--- config.mk ---
export PLATFORM = sky130hd
export DESIGN_NAME = keypad_scan_value_entry_core
export DESIGN_NICKNAME = d
export VERILOG_FILES = /design/src/rtl/kpsve_pkg.sv /design/src/rtl/keypad_scan_value_entry_core.sv
export VERILOG_INCLUDE_DIRS = /design/src /design/src/rtl
export SDC_FILE = /design/constraint.sdc
export NUM_CORES = 1
export LEC_CHECK = 0
export ABC_CLOCK_PERIOD_IN_PS = 16400
export BUFFER_PORTS_ARGS = -buffer_cell sky130_fd_sc_hd__buf_2
export CAP_MARGIN = 10
export CORE_MARGIN = 5
export CORE_UTILIZATION = 48
export CTS_CLUSTER_SIZE = 28
export DETAILED_ROUTE_END_ITERATION = 12
export PLACE_DENSITY = 0.67
export SETUP_SLACK_MARGIN = 0.2
export SLEW_MARGIN = 40
export SYNTH_ARGS = -nofsm -noshare
export SYNTH_HDL_FRONTEND = slang
export SYNTH_SLANG_ARGS = --single-unit
--- constraint.sdc ---
create_clock -name clk -period 16.4 [get_ports clk]
set_input_delay 0.82 -clock clk [delete_from_list [all_inputs] [get_ports clk]]
set_output_delay 0.82 -clock clk [all_outputs]
set_load 0.02 [all_outputs]
--- src/rtl/assert_macros.svh ---
// Assertion macros for the RTL of the keypad scanner.
`ifndef ASSERT_MACROS_SVH
`define ASSERT_MACROS_SVH

// Check a property on every clock edge outside reset.
`define KPS_ASSERT(label, prop, msg) \
	label: assert property (@(posedge clk) disable iff (!arst_n) (prop)) else $error(msg);

// Check that a trigger implies a consequence in the same cycle.
`define KPS_ASSERT_IMPL(label, ante, cons, msg) \
	label: assert property (@(posedge clk) disable iff (!arst_n) (ante) |-> (cons)) \
		else $error(msg);

// Check that a trigger implies a consequence in the next cycle.
`define KPS_ASSERT_NEXT(label, ante, cons, msg) \
	label: assert property (@(posedge clk) disable iff (!arst_n) (ante) |=> (cons)) \
		else $error(msg);

`endif

--- src/rtl/kpsve_pkg.sv ---
// Package with types and constants of the keypad scanner with value entry.
`timescale 1ns / 1ps
`default_nettype none

package kpsve_pkg;

	localparam int unsigned TICK_W  = 24;
	localparam int unsigned VALUE_W = 10;
	localparam int unsigned ROW_W   = 2;
	localparam int unsigned KEYS    = 9;
	localparam int unsigned COLS    = 3;

	// Register indexes of the configuration port
	localparam logic CFG_SCAN_PERIOD = 1'b0;
	localparam logic CFG_MAX_CODE    = 1'b1;

	// Reset values of the configuration registers
	localparam logic [TICK_W-1:0]  SCAN_PERIOD_RST = 24'd100000;
	localparam logic [VALUE_W-1:0] MAX_CODE_RST    = 10'd720;

	localparam logic [TICK_W-1:0] TICK_MAX = {TICK_W{1'b1}};

	// Row indexes
	localparam logic [ROW_W-1:0] ROW_0 = 2'd0;
	localparam logic [ROW_W-1:0] ROW_1 = 2'd1;
	localparam logic [ROW_W-1:0] ROW_2 = 2'd2;

	// Step sizes of the entry keys (one bit wider than a value)
	localparam logic [VALUE_W:0] STEP_HUNDRED = 11'd100;
	localparam logic [VALUE_W:0] STEP_TEN     = 11'd10;
	localparam logic [VALUE_W:0] STEP_ONE     = 11'd1;

	// Key index, row times three plus column, and the action it selects
	typedef enum logic [3:0] {
		KEY_ADD_HUNDRED = 4'd0,
		KEY_ADD_TEN     = 4'd1,
		KEY_ADD_ONE     = 4'd2,
		KEY_SUB_HUNDRED = 4'd3,
		KEY_SUB_TEN     = 4'd4,
		KEY_SUB_ONE     = 4'd5,
		KEY_OK          = 4'd6,
		KEY_ZERO        = 4'd7,
		KEY_CANCEL      = 4'd8
	} key_t;

endpackage

`default_nettype wire

--- src/rtl/keypad_scan_value_entry_core.sv ---
// Top level: 3x3 keypad row scanner that turns key presses into an entered value.
//
//  channel | dir | handshake               | word
//  --------+-----+-------------------------+------------------------------------------
//  s_*     | in  | s_tvalid / s_tready     | one tick: column levels, active low
//  m_*     | out | m_tvalid / m_tready     | one result per tick: row, key, values
//  cfg_*   | in  | cfg_we, no wait         | scan period (index 0), max code (index 1)
//
// One word enters per cycle while m_tready does not stall the output register.
// A tick is registered, then evaluated against the scan and entry state in one
// pass (24-bit tick increment and compare, then a 10-bit add/clamp) into the
// output register. Stalling m_tready holds the output register and the input
// register; input is still taken while the output register drains.
// Reset (arst_n low) clears the valid flags and the scan and entry state and loads the register defaults.
`timescale 1ns / 1ps
`default_nettype none

`include "assert_macros.svh"

module keypad_scan_value_entry_core
	import kpsve_pkg::*;
(
	input  wire logic        clk,
	input  wire logic        arst_n,
	// input ticks
	input  wire logic        s_tvalid,
	output      logic        s_tready,
	input  wire logic [7:0]  s_tdata,   // [2:0] column_levels, [7:3] zero
	// results
	output      logic        m_tvalid,
	input  wire logic        m_tready,
	output      logic [39:0] m_tdata,   // [1:0] row_select, [5:2] key_index,
	                                    // [15:6] entry_value, [25:16] confirmed_value,
	                                    // [35:26] previous_value, [39:36] zero
	output      logic [1:0]  m_tuser,   // [0] scan_done, [1] key_valid
	// configuration writes
	input  wire logic        cfg_we,
	input  wire logic        cfg_index,
	input  wire logic [23:0] cfg_data
);

	// configuration registers
	logic [TICK_W-1:0]  scan_period_q;
	logic [VALUE_W-1:0] max_code_q;

	// scan and entry state
	logic [TICK_W-1:0]  elapsed_q;
	logic [ROW_W-1:0]   scan_row_q;
	logic [KEYS-1:0]    key_map_q;
	logic [VALUE_W-1:0] entry_q;
	logic [VALUE_W-1:0] confirmed_q;
	logic [VALUE_W-1:0] previous_q;

	// pipeline registers
	logic               valid_s1;
	logic [COLS-1:0]    cols_s1;
	logic               valid_s2;
	logic [39:0]        data_s2;
	logic [1:0]         user_s2;

	// combinational results of the evaluation pass
	logic               adv;
	logic [TICK_W-1:0]  elapsed_inc;
	logic               scan;
	logic               hit;
	logic [COLS-1:0]    pressed;
	logic [KEYS-1:0]    key_map_nx;
	logic [ROW_W-1:0]   scan_row_nx;
	key_t               key_idx;
	logic [VALUE_W:0]   entry_wide;
	logic [VALUE_W:0]   entry_act;
	logic [VALUE_W-1:0] entry_nx;
	logic [VALUE_W-1:0] confirmed_nx;
	logic [VALUE_W-1:0] previous_nx;
	logic [TICK_W-1:0]  elapsed_nx;

	// Advance when the stage-1 word can move into a free or draining output register
	assign adv      = valid_s1 && (!valid_s2 || m_tready);
	assign s_tready = !valid_s1 || adv;

	assign m_tvalid = valid_s2;
	assign m_tdata  = data_s2;
	assign m_tuser  = user_s2;

	// Configuration registers
	always_ff @(posedge clk or negedge arst_n) begin
		if (!arst_n) begin
			scan_period_q <= SCAN_PERIOD_RST;
			max_code_q    <= MAX_CODE_RST;
		end else if (cfg_we) begin
			case (cfg_index)
				CFG_SCAN_PERIOD: scan_period_q <= cfg_data;
				CFG_MAX_CODE:    max_code_q    <= cfg_data[VALUE_W-1:0];
				default:         ;
			endcase
		end
	end

	// Input register: take a tick whenever stage 1 is empty or moving on
	always_ff @(posedge clk or negedge arst_n) begin
		if (!arst_n) begin
			valid_s1 <= 1'b0;
		end else if (s_tready) begin
			valid_s1 <= s_tvalid;
		end
	end

	always_ff @(posedge clk) begin
		if (s_tready && s_tvalid) begin
			cols_s1 <= s_tdata[COLS-1:0];
		end
	end

	// Count ticks, saturating, and decide whether this tick scans a row
	always_comb begin
		elapsed_inc = (elapsed_q == TICK_MAX) ? elapsed_q : elapsed_q + 1'b1;
		scan        = (elapsed_inc >= scan_period_q);
		elapsed_nx  = scan ? '0 : elapsed_inc;
		pressed     = ~cols_s1;
		hit         = scan && (pressed != '0);
	end

	// Record the scanned row in the key map and step to the next row
	always_comb begin
		key_map_nx  = key_map_q;
		scan_row_nx = scan_row_q;
		if (scan) begin
			case (scan_row_q)
				ROW_0: begin
					key_map_nx[2:0] = pressed;
					scan_row_nx     = ROW_1;
				end
				ROW_1: begin
					key_map_nx[5:3] = pressed;
					scan_row_nx     = ROW_2;
				end
				default: begin
					key_map_nx[8:6] = pressed;
					scan_row_nx     = ROW_0;
				end
			endcase
		end
	end

	// Pick the lowest pressed key of the whole map
	always_comb begin
		key_idx = KEY_ADD_HUNDRED;
		for (int i = KEYS - 1; i >= 0; i--) begin
			if (key_map_nx[i]) begin
				key_idx = key_t'(4'(i));
			end
		end
		if (!hit) begin
			key_idx = KEY_ADD_HUNDRED;
		end
	end

	// Apply the key action, then clamp the entry to the max code
	always_comb begin
		entry_wide   = {1'b0, entry_q};
		entry_act    = entry_wide;
		confirmed_nx = confirmed_q;
		previous_nx  = previous_q;
		case (key_idx)
			KEY_ADD_HUNDRED: entry_act = entry_wide + STEP_HUNDRED;
			KEY_ADD_TEN:     entry_act = entry_wide + STEP_TEN;
			KEY_ADD_ONE:     entry_act = entry_wide + STEP_ONE;
			KEY_SUB_HUNDRED: entry_act = (entry_wide < STEP_HUNDRED) ? '0 :
			                             entry_wide - STEP_HUNDRED;
			KEY_SUB_TEN:     entry_act = (entry_wide < STEP_TEN) ? '0 :
			                             entry_wide - STEP_TEN;
			KEY_SUB_ONE:     entry_act = (entry_wide < STEP_ONE) ? '0 :
			                             entry_wide - STEP_ONE;
			KEY_OK: begin
				previous_nx  = confirmed_q;
				confirmed_nx = entry_q;
			end
			KEY_ZERO:        confirmed_nx = '0;
			KEY_CANCEL:      entry_act = '0;
			default:         entry_act = '0;
		endcase
		entry_nx = (entry_act > {1'b0, max_code_q}) ? max_code_q : entry_act[VALUE_W-1:0];
		if (!hit) begin
			entry_nx     = entry_q;
			confirmed_nx = confirmed_q;
			previous_nx  = previous_q;
		end
	end

	// State registers: update once per evaluated tick
	always_ff @(posedge clk or negedge arst_n) begin
		if (!arst_n) begin
			elapsed_q   <= '0;
			scan_row_q  <= ROW_0;
			key_map_q   <= '0;
			entry_q     <= '0;
			confirmed_q <= '0;
			previous_q  <= '0;
		end else if (adv) begin
			elapsed_q   <= elapsed_nx;
			scan_row_q  <= scan_row_nx;
			key_map_q   <= key_map_nx;
			entry_q     <= entry_nx;
			confirmed_q <= confirmed_nx;
			previous_q  <= previous_nx;
		end
	end

	// Output register: load on advance, drop when taken
	always_ff @(posedge clk or negedge arst_n) begin
		if (!arst_n) begin
			valid_s2 <= 1'b0;
		end else if (adv) begin
			valid_s2 <= 1'b1;
		end else if (m_tready) begin
			valid_s2 <= 1'b0;
		end
	end

	always_ff @(posedge clk) begin
		if (adv) begin
			data_s2 <= {4'b0000, previous_nx, confirmed_nx, entry_nx,
			            4'(key_idx), scan_row_nx};
			user_s2 <= {hit, scan};
		end
	end

	// Checks on the scan and entry logic
	`KPS_ASSERT(a_row_range, scan_row_q != 2'd3, "scan row left the range 0..2")
	`KPS_ASSERT_IMPL(a_key_needs_scan, m_tvalid && m_tuser[1], m_tuser[0],
		"key action reported without a row scan")
	`KPS_ASSERT_NEXT(a_scan_clears_count, adv && scan, elapsed_q == '0,
		"tick count not cleared after a scan")
	`KPS_ASSERT_NEXT(a_entry_clamped, adv && hit && !cfg_we,
		(entry_q <= max_code_q) || $past(cfg_we), "entry above max code after a key action")

endmodule

`default_nettype wire

==> out/qor.csv <==
stage,metric,value,unit
run_status,status,"finished, final reports clean",
setup_path,crit-path leading delay family,simple AND/OR/NAND/NOR gates,
timing,worst setup margin,7.09,ns
clock_network,post-CTS setup buffers,0,
finish,share of layout cells above drive strength 1,18.2,%
timing,Final setup violation count,0,
setup_path,Startpoint Class,flop,
floorplanning,core area,18100,um2
clock_network,CTS Buf Count,17,
power_and_ir_drop,PwrDens,99.2,nW/um2
placement,DP Worst Slack,7.24,ns
global_routing,first-pass GRT wire length,38.3,mm
timing,Final Slew Violations,0,
setup_path,CP Max Fanout,21,
synth,Post-synth ARST share,70.9,%
setup_path,Crit. End Element,flop,
global_routing,met3 GRT Util,3.39,%
floorplanning,die width,146,um
clock_network,CTS clock-pin slew for the worst setup and hold paths,0.07,ns
synth,Synth area leader,dfrtp_1,
synth,"Cell Area, Synth",8850,um2
synth,synthesized flop and latch total,141,
timing,fin crit share,56.8,%
setup_path,Bufs and invs on worst path,1,
setup_path,Worst Path Required,16.54,ns
timing,"Hold Violations, Final",0,
synth,post-synthesis cell count,978,
finish,Antenna diodes,0,
global_routing,GR Layer Usage met2,34.8,%
setup_path,slowest CP cell,or2_1,
global_routing,Total GRT Usage,22.1,%
job,max_cap viols,0,
drt,post-DR wirelength/cell,18.4,um
finish,Final nets,1118,
synth,"Warnings, synthesis",0,
placement,gpl congestion,0.941,
timing,RSZ-0062 raised after global routing,false,
global_routing,number of global-route vias before repair,7165,
clock_network,CTS Hold Buffers Added,0,
clock_network,CTS root buf,clkbuf_16,
power_and_ir_drop,Leak,4.34,nW
synth,syn_area_per_cell,9.05,um2
timing,setup TNS,0,ns
floorplanning,I/O pins,82,
timing,Final Skew,0.0136,ns
clock_network,CTS sink count,141,
global_routing,total grt overflow,0,
floorplanning,Starting Density,48.9,%
setup_path,crit path DAT,9.45,ns
clock_network,Max Root-Sink Buffers,2,
synth,"top cells by count, synth","136 x nand2_1, 90 x dfrtp_1, 82 x o21ai_0",
synth,most numerous cell in the Yosys netlist,nand2_1,
global_routing,largest net degree at the start of global routing,81,
floorplanning,# rows,49,
drt,Routed Wire Length,23.5,mm
synth,top post-synthesis cells by area,"dfrtp_1 25%, edfxtp_1 14%, ha_1 6.4%",
global_routing,met1 Resource Use GR,31.1,%
synth,"Seq/Total Area, Yosys",42.3,%
timing,worst slew pin tran,0.824,ns
timing,smallest hold slack,0.271,ns
finish,Finished Core Util,55.6,%
global_routing,GRT Max-Usage Layer,met2,
clock_network,# resized after CTS,0,
global_routing,initial antenna violation count,0,
clock_network,CTS tree,built,
placement,DP HPWL,16.9,mm
hold_path,min-delay worst type,input pin to async pin,
setup_path,crit-path max cell delay,0.72,ns
synth,Yosys cell types,81,
synth,share of the synthesized area in the top cell type,25.5,%
clock_network,clock latency on the worst-skew pair,0.43,ns
synth,number of synthesized flops with an enable pin,41,
drt,drt pass-1 iters,6,
drt,via count,7630,
timing,post-layout min period,9.31,ns
drt,Initial DRC Count,832,
timing,Max Clock Freq,0.107,GHz
setup_path,critical path class,flop to flop,
floorplanning,Die H,146,um
timing,normalized max-slew margin,45.0,%
drt,DRC viols,0,
drt,routed vias/inst,5.97,
floorplanning,die footprint,21300,um2
power_and_ir_drop,VDD IR-drop max,0.0827,mV
drt,Detail Route Antenna Nets,0,
clock_network,Clock H-tree levels,4,
placement,Port Buffers,72,
finish,Layout Area Growth over Synthesis,13.6,%
synth,Main synth FF type,dfrtp_1,
==> final cells by class <==
class                           instances  area, um2
Clock buffer                           17        425
Tap cell                              229        287
Fill cell                            1628       8040
Clock inverter                         15        194
Multi-Input combinational cell        732       4690
Sequential cell                       141       3750
Inverter                               56        210
Timing Repair Buffer                   87        499
==> path summary, 6_finish.rpt <==
| path | from | endpoint | slack (ns) | cells after the start |
|---|---|---|---|---|
| min in group clk | valid_s1$_DFFE_PN0N_ | m_tvalid$_DFFE_PN0P_ | 0.49 | 1 |
| max reg2reg | elapsed_q[10]$_DFFE_PN0P_ | m_tdata[15]$_DFFE_PP_ | 7.09 | 32 |
| max in group asynchronous | arst_n | max_code_q[9]$_DFFE_PN1P_ | 15.20 | 3 |
| min | arst_n | confirmed_q[4]$_DFFE_PN0P_ | 0.27 | 1 |
| min reg2reg | valid_s1$_DFFE_PN0N_ | m_tvalid$_DFFE_PN0P_ | 0.49 | 1 |
| max | elapsed_q[10]$_DFFE_PN0P_ | m_tdata[15]$_DFFE_PP_ | 7.09 | 32 |
==> cells in the final DEF (no fill, tap or decap), drive strengths merged, types with 8 or more instances in the layout <==
master  count
nand2     139
dfrtp      90
o21ai      89
buf        87
nor2       79
inv        64
a21oi      50
ha         45
nand3      44
edfxtp     41
mux2       32
nor3       20
and3       17
o211ai     17
clkbuf     17
nand4      17
a22o       16
o31ai      14
xor2       12
xnor2      12
dfstp      10
a31oi       8
==> routing by layer <==
layer  wire length [um]  vias up
met5                  0        -
met4                568        0
met3               1530       49
met2              10800      316
met1              10600     3607
li1                   -     3658
==> flip-flops by register name, indices dropped and copies added (netlist names) <==
register       cells
scan_period_q     24
m_tdata           36
cols_s1            3
elapsed_q         24
confirmed_q       10
valid_s1           1
m_tvalid           1
entry_q           10
previous_q        10
scan_row_q         2
key_map_q          8
max_code_q        10
m_tuser            2
==> cells by family after synthesis <==
logic type               after synthesis  synth area share [%]
adder cells (fa/ha/maj)               45                  6.36
flip-flops                           141                  42.3
AO/OA/AOI/OAI                        257                  19.4
multiplexers                          35                  4.45
AND/OR/NAND/NOR                      367                  20.1
XOR/XNOR                              24                  2.38
buffers and inverters                108                  4.88
other                                  1                0.0424
==> per-stage QoR <==
| stage | instances | power (mW) | area [um2] |
|---|---|---|---|
| after floorplan | 981 | 0.551 | 8860 |
| after global placement | 1244 | 0.596 | 9400 |
| after detailed placement | 1244 | 0.600 | 9400 |
| after CTS | 1276 | 1.00 | 10000 |
| after global routing | 1277 | 1.04 | 10000 |
| final | 1277 | 0.997 | 10000 |
==> power breakdown <==
part | switching (mW) | internal, mW | total (mW)
clock network | 0.183 | 0.221 | 0.403
logic | 0.0983 | 0.0636 | 0.162
registers | 0.0261 | 0.405 | 0.431
==> worst register-to-register path: cells and delay by family (launching register included) <==
family          cells  cell delay [ns]
simple gates       14             4.67
buf+inv             1             0.10
compound gates     14             3.01
flops               1             0.48
xor+xnor            1             0.15
fa+ha+maj           2             0.60
Note: power is estimated with default switching activity, not from simulation.
